<file path="src/rtl/sparse_lower_triangular_solve_macros.svh">
// Assertion macros for the sparse lower-triangular solver.
`ifndef SPARSE_LOWER_TRIANGULAR_SOLVE_MACROS_SVH
`define SPARSE_LOWER_TRIANGULAR_SOLVE_MACROS_SVH
`ifndef SYNTHESIS
`define SLTS_ASSERT_NOW(lbl, expr, msg) \
  lbl: assert property (@(posedge clk) disable iff (rst) (expr)) else $error(msg);
`define SLTS_ASSERT_NEXT(lbl, ante, cons, msg) \
  lbl: assert property (@(posedge clk) disable iff (rst) (ante) |=> (cons)) else $error(msg);
`else
`define SLTS_ASSERT_NOW(lbl, expr, msg)
`define SLTS_ASSERT_NEXT(lbl, ante, cons, msg)
`endif
`endif

</file>
<file path="src/rtl/slts_pkg.sv">
// Shared constants, types and control structs of the sparse lower-triangular solver.
`timescale 1ns / 1ps
package slts_pkg;

  localparam int MAX_ROWS   = 1024;
  localparam int ROW_W      = $clog2(MAX_ROWS);
  localparam int CNT_W      = ROW_W + 1;
  localparam int VAL_W      = 32;
  localparam int FRAC_W     = 16;
  localparam int ACC_W      = 2 * VAL_W;
  localparam int DIV_STEPS  = VAL_W;
  localparam int STEP_W     = $clog2(DIV_STEPS);
  localparam int IN_DATA_W  = ((ROW_W + 2 * VAL_W + 7) / 8) * 8;
  localparam int OUT_DATA_W = ((ROW_W + VAL_W + 7) / 8) * 8;
  localparam int OUT_USER_W = 2;
  localparam logic [CNT_W-1:0] ROW_COUNT_RESET = CNT_W'(MAX_ROWS);

  typedef enum logic [8:0] {
    ST_IDLE   = 9'b000000001,
    ST_DECODE = 9'b000000010,
    ST_READ   = 9'b000000100,
    ST_MUL    = 9'b000001000,
    ST_ACC    = 9'b000010000,
    ST_NUMER  = 9'b000100000,
    ST_PREP   = 9'b001000000,
    ST_DIV    = 9'b010000000,
    ST_FINISH = 9'b100000000
  } state_t;

  typedef struct packed {
    logic accept;
    logic set_diag;
    logic mem_read;
    logic mul;
    logic acc;
    logic numer;
    logic prep;
    logic finish;
  } cmd_t;

  typedef struct packed {
    logic has_entry;
    logic off_diag;
    logic row_end;
    logic diag_zero;
    logic div_done;
    logic out_free;
  } status_t;

endpackage

</file>
<file path="src/rtl/slts_ctrl.sv">
// Controller state machine of the sparse lower-triangular solver.
`timescale 1ns / 1ps
module slts_ctrl (
  input  logic              clk,
  input  logic              rst,
  input  logic              s_tvalid,
  output logic              s_tready,
  input  slts_pkg::status_t status,
  output slts_pkg::cmd_t    cmd
);
  import slts_pkg::*;

  state_t state;
  state_t state_next;

  always_ff @(posedge clk) begin
    if (rst) begin
      state <= ST_IDLE;
    end else begin
      state <= state_next;
    end
  end

  always_comb begin
    state_next = state;
    cmd        = '0;
    s_tready   = 1'b0;
    unique case (state)
      ST_IDLE: begin
        s_tready   = 1'b1;
        cmd.accept = s_tvalid;
        if (s_tvalid) begin
          state_next = ST_DECODE;
        end
      end
      ST_DECODE: begin
        if (status.has_entry && status.off_diag) begin
          state_next = ST_READ;
        end else begin
          cmd.set_diag = status.has_entry;
          state_next   = status.row_end ? ST_NUMER : ST_IDLE;
        end
      end
      ST_READ: begin
        cmd.mem_read = 1'b1;
        state_next   = ST_MUL;
      end
      ST_MUL: begin
        cmd.mul    = 1'b1;
        state_next = ST_ACC;
      end
      ST_ACC: begin
        cmd.acc    = 1'b1;
        state_next = status.row_end ? ST_NUMER : ST_IDLE;
      end
      ST_NUMER: begin
        cmd.numer  = 1'b1;
        state_next = ST_PREP;
      end
      ST_PREP: begin
        cmd.prep   = 1'b1;
        state_next = status.diag_zero ? ST_FINISH : ST_DIV;
      end
      ST_DIV: begin
        if (status.div_done) begin
          state_next = ST_FINISH;
        end
      end
      ST_FINISH: begin
        cmd.finish = status.out_free;
        if (status.out_free) begin
          state_next = ST_IDLE;
        end
      end
      default: begin
        state_next = ST_IDLE;
      end
    endcase
  end

endmodule

</file>
<file path="config.mk">
export PLATFORM = sky130hd
export DESIGN_NAME = slts_ctrl
export DESIGN_NICKNAME = d
export VERILOG_FILES = /design/src/rtl/sparse_lower_triangular_solve_macros.svh /design/src/rtl/slts_pkg.sv /design/src/rtl/slts_ctrl.sv
export SDC_FILE = /design/constraint.sdc
export NUM_CORES = 1
export LEC_CHECK = 0
export ABC_AREA = 0
export ABC_CLOCK_PERIOD_IN_PS = 4580
export BUFFER_PORTS_ARGS = -buffer_cell sky130_fd_sc_hd__buf_2
export CAP_MARGIN = 20
export CORE_AREA = 2 2 39 41
export DETAILED_ROUTE_END_ITERATION = 6
export DIE_AREA = 0 0 41 43
export PLACE_DENSITY = 0.75
export SYNTH_ARGS = -nofsm -noshare
export SYNTH_HDL_FRONTEND = slang
export SYNTH_SLANG_ARGS = --single-unit
</file>
<file path="constraint.sdc">
create_clock -name clk -period 4.58 [get_ports clk]
set_input_delay 0.229 -clock clk [delete_from_list [all_inputs] [get_ports clk]]
set_output_delay 0.229 -clock clk [all_outputs]
set_load 0.1 [all_outputs]
</file>
==> metrics list, run 1 <==
- For this configuration, the core starts out at a cell density of 0.448.
- DIE AREA: 1760 um^2
- The clock net in this run drives a total of 9 sinks.
- After detailed routing, the average wire length per cell comes to 12.3 um.
* Critical path capture point type: output port
* Startpoint of the worst register-to-register path: state[7]$_SDFFE_PP0P_
* DIE HEIGHT: 43 um
- At the placement stage, the worst setup path has a slack of 2510 ps.
- Setup slack after layout: 2220 ps
* Root cell of the clock tree: clkbuf_4
* Actual slew at the worst max-slew pin: 608 ps
- Highest metal layer used by the detailed router: met4
- Die boundary width: 41 um
- STA puts the critical path data required time at 4350 ps.
- For this run, the number of Yosys warnings is 0.
- # rows: 14
- In this run the number of H-tree levels came out at 1.
- For this block, wires on met1 add up to 581 um.
- In the finished design, the share of the clock period the worst path needs comes to 0.515.
- Total DRC errors in the routed layout: 0
- Of the post-synthesis cell area, the dominant cell type holds 0.291.
- Total power consumption of the routed design: 197 uW
- Worst EP arrival: 2130 ps
- Before antenna repair, the detailed router went through 4 iterations.
- Final Max Slew Viols: 0
* Sum of routed wire length over all layers: 1.26 mm
- After synthesis, the cell types taking the most area are dfxtp_1 (29%), nor4b_1 (5.7%), nor2_1 (4.2%), nor3b_2 (4.0%), a211oi_1 (3.6%).
- Total via count in the routed design: 568
- Count of final setup violators: 0
- For this run, the register share of the synthesized area comes to 0.291.
- Avg Vias per Cell: 5.51
- Critical hold path startpoint: rst
- Largest voltage drop on the vdd net: 0.000146 V
- Relative to the synthesized area, the layout overhead comes to 16.8%.
- Final HPWL DP: 974 um
* Core Region: 1380 um^2
- In this run the post-CTS setup repair buffer count came out at 0.
* Mean post-synth cell area: 8.98 um^2
- The critical path in this run is classified as reg2out.
- The clock passes through at most 2 buffers.
- Most frequent cells in the layout: buf_2 (17), dfxtp_1 (9), nor2_1 (7), nor4b_1 (4), nand2_1 (4)
- Total gr overflow: 0
* Highest achievable clock rate: 0.424 GHz
- In the synthesized netlist, the number of instances is 69.
* Setup repair after global routing missed its margin: no
- In the final timing run, aggregate negative setup slack is 0 ps.
- Total global-route track usage: 0.173
- Max_slew headroom: 0.591
- In this run, the number of DRC markers left after iteration 0 of detailed routing was 7.
* Antenna violations before repair: 0
- Biggest area consumer among synthesized cells: dfxtp_1
* Total met2 wirelength after detailed routing: 612 um
- The hold violation total from the final report was 0.
- CTS Buf Count: 3
* Met3 layer wire length in the routed design: 50 um
* Type of origin of the critical path: flop
- Across the run, the number of max-cap violations was 0.
* Nets: 97
- Total of hold buffers inserted after clock tree synthesis: 0
- The library cell used most frequently in the layout, excluding fill and tap cells, is buf_2.
* Via count of the first global-routing pass: 489
* Number of top-level pins: 18
- In the synthesized netlist the dominant register cell turns out to be dfxtp_1.
- Area after DPL: 697 um^2
* Max incr delay on CP: 450 ps
* Final clock skew: 4.44 ps
* Ordered cell list for the critical path: nor4_4 > nand2b_1 > or3_1 > nor3b_1 > buf_2
- On the critical path, the stage with the largest delay is an instance of buf_2.
* Startpoint of the most critical setup path: state[0]$_SDFFE_PP1P_
* Pin count of the biggest net entering global routing: 12
* First-pass GRT wire length: 2.09 mm
- The number of nets handed over by synthesis was 78.
- Counting flops with a built-in enable in the synthesized netlist gives 0.
* Top reg by flops: state
- In this run the static leakage power is 0.304 nW.
* Shortest period the worst path allows: 2360 ps
- TritonCTS built the clock tree.
* Regs by FF count: state: 9 flops
- Of all nets on the critical path, the largest fanout is 5.
- Once layout is done, the placed cells without fillers occupy 723 um^2.
- Hold_ws: 194 ps
* Asr flop ratio synth: 0
- Power Density: 272 nW/um^2
- At the end of routability-driven placement, the weighted congestion stood at 0.764.
* Hold WC Path Type: in2reg
* ANT nets after route: 0
- Count of state elements after synthesis: 9
* Number of resized instances in the post-cts repair step: 0
- Clk Latency, worst-skew pair: 270 ps
- The cell area that synthesis handed to floorplanning was 619 um^2.
* Fraction of layout cells with a size suffix above 1: 0.310
- Largest register FFs: 9
- Clock transition at path regs: 60 ps
- Result of the run: finished clean
- Port Buf Inserts: 17
* N_diodes: 0
- The synthesized netlist contains 34 unique library cells.
[kinds of logic (layout without fill, tap and decap cells)]
| group | count (synthesis) | after routing | synth area share |
|---|---|---|---|
| flops | 9 | 9 | 0.291 |
| xor+xnor | 2 | 2 | 0.0283 |
| simple gates | 42 | 42 | 0.497 |
| buf+inv | 4 | 22 | 0.0505 |
| compound gates | 12 | 12 | 0.133 |
[power breakdown]
part | internal [mW] | switching, mW | leakage [nW]
logic | 0.0170 | 0.0342 | 0.216
registers | 0.0803 | 0.00303 | 0.0730
clock network | 0.0337 | 0.0289 | 0.0150
total | 0.131 | 0.0661 | 0.304
[final timing paths]
path	end	slack (ps)	cells past startpoint
worst max-delay path	cmd[1]	2220	5
worst min-delay path	state[1]$_SDFFE_PP0P_	190	2
worst max register to register	state[4]$_SDFFE_PP0P_	2750	4
worst min register to register	state[7]$_SDFFE_PP0P_	590	2
[metal layers]
layer | up-vias | global-route usage
li1 | 292 | -
met1 | 264 | 0.227
met2 | 10 | 0.253
met3 | 2 | 0.0471
met4 | 0 | 0.0800
met5 | - | 0
[stage by stage]
stage               instances   util
floorplan                  69      -
global placement           99  0.504
detailed placement         99  0.504
CTS                       103  0.523
global route              103  0.523
finish                    103  0.523
[cell usage after synthesis (2+ instances only)]
cell / instances
dfxtp_1: 9
nor2_1: 7
nand2_1: 4
nor4b_1: 4
a211oi_1: 3
a21oi_1: 3
and3_1: 3
nor2b_1: 3
nor3b_1: 3
and4b_1: 2
buf_6: 2
nand2b_1: 2
nor3b_2: 2
xor2_1: 2
[critical path: cells and delay by family (launching register included)]
kind	cells	cell delay, ps
simple gates	4	1050
buf+inv	1	450
flops	1	350
[area by class of cell]
cell class / instances / area, um^2
Inverter: 1 / 3.75
Clock buffer: 4 / 26.3
Multi-Input combinational cell: 56 / 408
Sequential cell: 9 / 180
Fill cell: 137 / 661
Timing Repair Buffer: 17 / 85.1
Tap cell: 16 / 20.0
No activity file was read; power rests on OpenSTA's default activity.
==> inputs of run 2 (changes only) <==
ABC_AREA = 1   (was 0)
ABC_CLOCK_PERIOD_IN_PS = 2300   (was 4580)
CORE_AREA = default   (was 2 2 39 41)
CORE_UTILIZATION = 50   (was default)
DIE_AREA = default   (was 0 0 41 43)
PLACE_DENSITY = 0.78   (was 0.75)
clock period = 2.3 ns   (was 4.58 ns; I/O delays follow)
==> metrics list, run 2 <==
- Number of synthesized flops with an enable pin: 0
* Number of instances in the synthesized netlist: 112
- In this run the tightest slew margin relative to its limit is 0.678.
- Biggest area consumer among synthesized cells: dfxtp_1
* Multi-input gate area in the final layout: 425 um^2
- Along the worst path, the maximum fanout reaches 8.
- Post-route core utilization: 0.692
- The total area inside the core boundary comes to 1190 um^2.
* Proportion of netlist area held by the largest area contributor: 0.263
- The internal portion of the total power is 372 uW.
* Total via count in the routed design: 752
- Of the cells placed in the final design, the portion with a size suffix greater than 1 is 0.288.
* Fill cell count: 115
* Detailed router's first-iteration violation count: 22
- For this run, asynchronously set or reset flops after synthesis account for 0.
- Top reg by flops: state
* Cell types with the highest counts after synthesis: nand2_1 (29), inv_1 (19), nor2_1 (17)
- The floorplan step set the die width to 39.0 um.
- In this design, the stage delay of the slowest critical-path cell is 440 ps.
- The initial utilization of the core area, before any placement, comes to 0.577.
- The floorplan has 12 rows.
- The register with the most flip-flops in the layout has 9 of them.
- Post CTS Setup Buffer Count: 0
- The number of gates resized after CTS was 0.
- Actual slew at the worst max-slew pin: 487 ps
* Mean post-synth cell area: 6.11 um^2
- For flop-to-flop paths, the worst setup slack is 1000 ps.
- Count of final setup violators: 0
- Of the total power, the share spent switching nets is 0.575.
- In the final design database the tool counted 142 nets.
- Total global-route track usage: 0.239
- After detailed routing, the number of vias per cell comes to 5.15.
- Once routing completed, OpenROAD measured the worst setup slack at 460 ps.
- OpenSTA, run right after detailed placement, puts the worst setup slack at 747 ps.
- Final HPWL DP: 1.24 mm
* Shortest period the worst path allows: 1840 ps
- The final-report max-slew violation count was 0.
- Total DRC errors in the routed layout: 0
* Switching component of the power: 504 uW
- Setup repair after global routing left no endpoint under its margin.
* Number of top-level pins: 18
* Kind of cell adding the most delay to the critical path: buffers and inverters
- During placement, the flow inserted port buffers numbering 17.
- Pin count of the biggest net entering global routing: 9
* Total of hold buffers inserted after clock tree synthesis: 0
- For this block, the routed nets add up to 1.56 mm of wire.
* Total gr overflow: 0
- Most common cell after layout, fill and taps aside: nand2_1
- Critical path destination: cmd[6]
* Startpoint of the most critical setup path: state[8]$_SDFFE_PP0P_
- The critical path goes through inv_2 > nand2_4 > nor2_4 > nand3_1 > nor3b_2 > buf_2.
- After clock tree synthesis, the clock-pin slew on the worst setup and hold paths is 60 ps.
- Clock latency on the worst-skew pair, taken at its later pin, is 270 ps.
- Cell types occupying the most area after synthesis: dfxtp_1 (26%), nand2_1 (16%), inv_1 (10%), nor2_1 (9.3%), nand3_1 (7.3%)
- End of the worst register-to-register path: state[0]$_SDFFE_PP1P_
* Power Density: 1070 nW/um^2
* Reported max-cap violation count: 0
- Number of synthesis warnings: 0
- Crit Path Category: reg2out
- The initial antenna violation count is 0.
- Required time of the critical path: 2180 ps
- The run finished with clean final reports.
* DIE AREA: 1520 um^2
* H-tree depth reported by CTS: 1
* Area taken by flip-flops and latches: 180 um^2
- The slowest stage of the critical path belongs to the cell buf_2.
- In this run, CTS created clock tree buffers numbering 3.
- Startpoint of the worst register-to-register path: state[1]$_SDFFE_PP0P_
- Sequential Power Share: 0.237
- From synthesis to final layout, the design area changed by 19.9%.
- In this run the cell area of the synthesized design comes to 684 um^2.
- Hold_ws: 82.6 ps
- Clk network pwr share: 0.146
- For this design, the sink count on the clock tree is 9.
- DIE HEIGHT: 39.0 um
- Final clock skew: 0.922 ps
* Worst EP arrival: 1730 ps
* Library cell with the highest instance count after synthesis: nand2_1
- The worst setup path is launched from a flop.
- N_diodes: 0
* Count of cell instances traversed by the critical path: 6
- Count of state elements after synthesis: 9
* Routed length per instance: 10.7 um
* Share of the clock period used by the worst path after layout: 0.800
- Of the total power, combinational logic draws 0.617.
- Final RePlAce weighted congestion: 0.791
* First-pass GRT wire length: 2.36 mm
- Leakage: 0.480 nW
- In the layout the commonest cells are nand2_1 (29), inv_1 (19), nor2_1 (17), buf_2 (17), nand3_1 (10).
- Final hold violation count: 0
- The cell sitting at the root of the clock tree is a clkbuf_4.
* Via count of the first global-routing pass: 625
* Maximum clock path buffer count: 2
- Sum of negative setup slack: 0 ps
- The first TritonRoute pass finished after 4 iterations.
- Share of the yosys chip area belonging to registers: 0.263
* Critical path capture point type: output port
- In the final layout, the registers with the most flip-flops are state: 9 flops.
* Net count of the mapped netlist: 121
- In this run the remaining antenna-violating nets after routing total 0.
- Hold WC Path Type: in2reg
- Worst path bufs/invs: 2
- Highest achievable clock rate: 0.543 GHz
* Clock tree from TritonCTS: built
* Total power consumption of the routed design: 876 uW
- Count of unique library cells instantiated by Yosys: 19
- Most instantiated flip-flop cell in the synthesis netlist: dfxtp_1
* Worst Reg-to-Reg Cells: 10
- Across the VDD grid, the largest voltage drop is 0.00125 V.
==> run 2: cell count changes in the layout (fill, tap and decap cells not counted), sizes merged, moves of 4 or more <==
cell   change
nand3     +11
nand2     +27
nor3       +4
nor2      +13
nand4      +4
nor4b      -4
nor3b      -5
inv       +22
==> run 2: power by group through the flow <==
stage	clock (mW)	combinational (mW)	sequential, mW
final	0.128	0.540	0.208
after global routing	0.134	0.578	0.209
after CTS	0.127	0.544	0.207
after detailed placement	0	0.540	0.210
after global placement	0	0.529	0.210
after floorplan	0	0.457	0.206
==> run 2: per-stage QoR <==
stage,instances,cell area [um^2]
6_report,146,821
5_1_grt,146,821
4_1_cts,146,821
3_5_place_dp,142,795
3_3_place_gp,142,795
2_1_floorplan,112,696
==> run 2: cell type report <==
type	instances	area share
Multi-Input combinational cell	79	0.518
Sequential cell	9	0.220
Inverter	23	0.105
Timing Repair Buffer	17	0.104
Clock buffer	4	0.0320
Tap cell	14	0.0213
==> run 2: worst min-delay path by stage <==
stage,from,to,slack [ps],depth (start not counted)
2_1_floorplan,status[3],state[5]$_SDFFE_PP0P_,240,2
3_3_place_gp,status[3],state[5]$_SDFFE_PP0P_,350,3
3_5_place_dp,status[3],state[5]$_SDFFE_PP0P_,370,3
4_1_cts,status[3],state[5]$_SDFFE_PP0P_,90,3
5_1_grt,status[3],state[5]$_SDFFE_PP0P_,90,3
6_report,status[3],state[5]$_SDFFE_PP0P_,80,3
==> run 2: kinds of logic (layout without fill, tap and decap cells) <==
| kind of cell | after synthesis | count (layout) | synth area share |
|---|---|---|---|
| compound gates | 2 | 2 | 0.0146 |
| buf+inv | 24 | 44 | 0.132 |
| flops | 9 | 9 | 0.263 |
| simple gates | 77 | 77 | 0.590 |
==> run 2: layer usage <==
layer	vias to the layer above	routed length, um	track usage
li1	389	-	-
met1	329	729	0.274
met2	28	712	0.417
met3	6	86	0.0347
met4	0	32	0.129
met5	-	0	0
==> run 2: worst min-delay path, stage by stage <==
cell and delay [ps]:
buf_2 100, nand2_1 60, nor2_1 30
==> inputs of run 3 (changes only) <==
ABC_CLOCK_PERIOD_IN_PS = 1700   (was 2300)
clock period = 1.7 ns   (was 2.3 ns; I/O delays follow)
==> metrics list, run 3 (synthesis results as in run 2) <==
* Hold_ws: 60.3 ps
- Final Max Slew Viols: 0
* DRT Pass-1 Iters: 4
* Power Density: 1470 nW/um^2
- After the first detailed-routing iteration, the DRC count stood at 26.
* Via count of the first global-routing pass: 630
* Cell with the largest stage delay on the worst path: buf_2
- The worst setup path is captured at an output port.
- The hold violation total from the final report is 0.
* Most frequent cells in the layout: nand2_1 (28), inv_1 (19), nor2_1 (14), nand3_1 (9), buf_2 (9)
* Share of the clock period used by the worst path after layout: 0.965
* Largest voltage drop on the vdd net: 0.00168 V
- Detailed placement finished with a half-perimeter wire length of 1.28 mm.
- Total power consumption of the routed design: 1.35 mW
* H-tree depth reported by CTS: 1
- Total global-route track usage: 0.261
- Together, buffers and inverters on the worst path number 2.
- In the final routed layout, each cell accounts on average for 11.4 um.
* Maximum clock path buffer count: 2
* Ordered cell list for the critical path: inv_2 > nand2_4 > nor4_4 > buf_2
- The clock net in this run drives a total of 9 sinks.
- Nets: 143
* CTS Buf Count: 3
- Type of origin of the critical path: flop
- Buffers inserted to repair hold after CTS numbered 0.
- Of the total power, the clock network draws 0.132.
- In this design, the largest share of critical-path delay is due to buffers and inverters.
- Switching component of the power: 732 uW
- Relative to the synthesized area, the layout overhead comes to 34.4%.
* Final RePlAce weighted congestion: 0.794
- 18 I/O pins were placed.
* Top reg by flops: state
- Of all nets on the critical path, the largest fanout is 5.
* Fill cell count: 92
- The worst path needs 1640 ps of the cycle, external delays included.
- Proportion of total power due to net switching: 0.543
* Worst EP arrival: 1550 ps
* Final instance count without filler cells: 147
* Effective utilization at floorplan: 0.577
- N_diodes: 0
- For this run, the slowest stage of the critical path takes 460 ps.
- Across the whole layout, storage elements account for 184 um^2.
* Setup repair after global routing missed its margin: yes
- Global routing finished with a remaining overflow of 0.
- Clk Latency, worst-skew pair: 270 ps
* Total DRC errors in the routed layout: 0
- The library cell used most frequently in the layout, excluding fill and tap cells, is nand2_1.
- Summing all multi-input logic gate instances after layout gives 455 um^2.
* Regs by FF count: state: 9 flops
- The setup path with the least slack is of type reg2out.
- Relative contribution of combinational cells to total power: 0.658
- Pin count of the biggest net entering global routing: 9
- Clock-pin slew was measured on the worst setup and hold paths at 70 ps.
- # rows: 12
- Root cell of the clock tree: clkbuf_4
- Fraction of layout cells with a size suffix above 1: 0.353
- Placed cell count: 142
* Area after DPL: 860 um^2
- Largest register FFs: 9
- Core Region: 1190 um^2
- STA puts the critical path data required time at 1620 ps.
- Setup violations remaining at the end of the flow were counted as 0.
- ANT nets after route: 0
- Result of the run: finished clean
* Total via count in the routed design: 751
* Port Buf Inserts: 17
- Sum of routed wire length over all layers: 1.67 mm
* Final clock skew: 4.09 ps
- Hold WC Path Type: in2reg
- The floorplan step defined a die boundary enclosing 1520 um^2.
* Die boundary width: 39.0 um
- Max_slew headroom: 0.678
- Leakage: 0.503 nW
* Highest achievable clock rate: 0.610 GHz
- The tool flagged a number of max-cap violations equal to 0.
- For the pin with the worst max-slew slack, the measured transition is 486 ps.
* Clock tree from TritonCTS: built
* Avg Vias per Cell: 5.11
- In this run the vertical extent of the chip is 39.0 um.
* Cell Int Power: 617 uW
* Sequential Power Share: 0.210
* Finished Cell Area: 920 um^2
- The first global-routing pass estimated 2.55 mm of wire.
- The initial antenna violation count was 0.
-- run 3: cell types whose count changed in the layout (fill, tap and decap cells not counted), sizes merged --
cell | before | now
buf | 17 | 15
clkbuf | 4 | 7
-- run 3: final timing paths --
check,startpoint,end,slack (ps),cells after the start
hold reg to reg,state[1]$_SDFFE_PP0P_,state[2]$_SDFFE_PP0P_,550,2
setup reg to reg,state[7]$_SDFFE_PP0P_,state[0]$_SDFFE_PP1P_,310,9
setup / recovery,state[1]$_SDFFE_PP0P_,cmd[0],60,4
hold / removal,status[3],state[5]$_SDFFE_PP0P_,60,3
-- run 3: layer usage --
| layer | routed length (um) | up-vias | GRT usage | part of all wire |
|---|---|---|---|---|
| met5 | 0 | - | 0 | 0 |
| met4 | 25 | 0 | 0.129 | 0.015 |
| met3 | 119 | 4 | 0.0694 | 0.071 |
| met2 | 794 | 31 | 0.421 | 0.48 |
| met1 | 731 | 323 | 0.313 | 0.44 |
| li1 | - | 393 | - | - |
-- run 3: per-stage QoR --
step / TNS (ps) / utilization / setup WS, ps
after detailed placement: 0 / 0.725 / 287
after global placement: 0 / 0.725 / 276
after global routing: -20.0 / 0.775 / -20.0
after floorplan: -49.5 / - / -49.5
final: 0 / 0.775 / 60.1
after CTS: 0 / 0.749 / 14.4
-- run 3: tightest hold or removal path, delay by kind of cell --
| kind | cells | cell delay (ps) |
|---|---|---|
| buf+inv | 1 | 100 |
| simple gates | 2 | 100 |
-- run 3: power by group through the flow --
stage | Combinational, mW | Clock [mW] | Sequential (mW)
final | 0.889 | 0.178 | 0.283
after global routing | 0.947 | 0.189 | 0.287
after CTS | 0.872 | 0.180 | 0.279
after detailed placement | 0.871 | 0 | 0.284
after global placement | 0.856 | 0 | 0.281
after floorplan | 0.636 | 0 | 0.278
-- run 3: repair_timing --
action                                  CTS  global route
pin swaps                                 1             5
gates resized for setup                   1            11
buffers inserted                          0             1
endpoints found under the setup margin    2             5
-- run 3: layout make-up --
type | instances | share of cell area
inverter | 23 | 0.0939
timing repair buffer | 18 | 0.163
sequential | 9 | 0.200
clock buffer | 4 | 0.0286
multi-input combinational | 79 | 0.495
tap | 14 | 0.0190
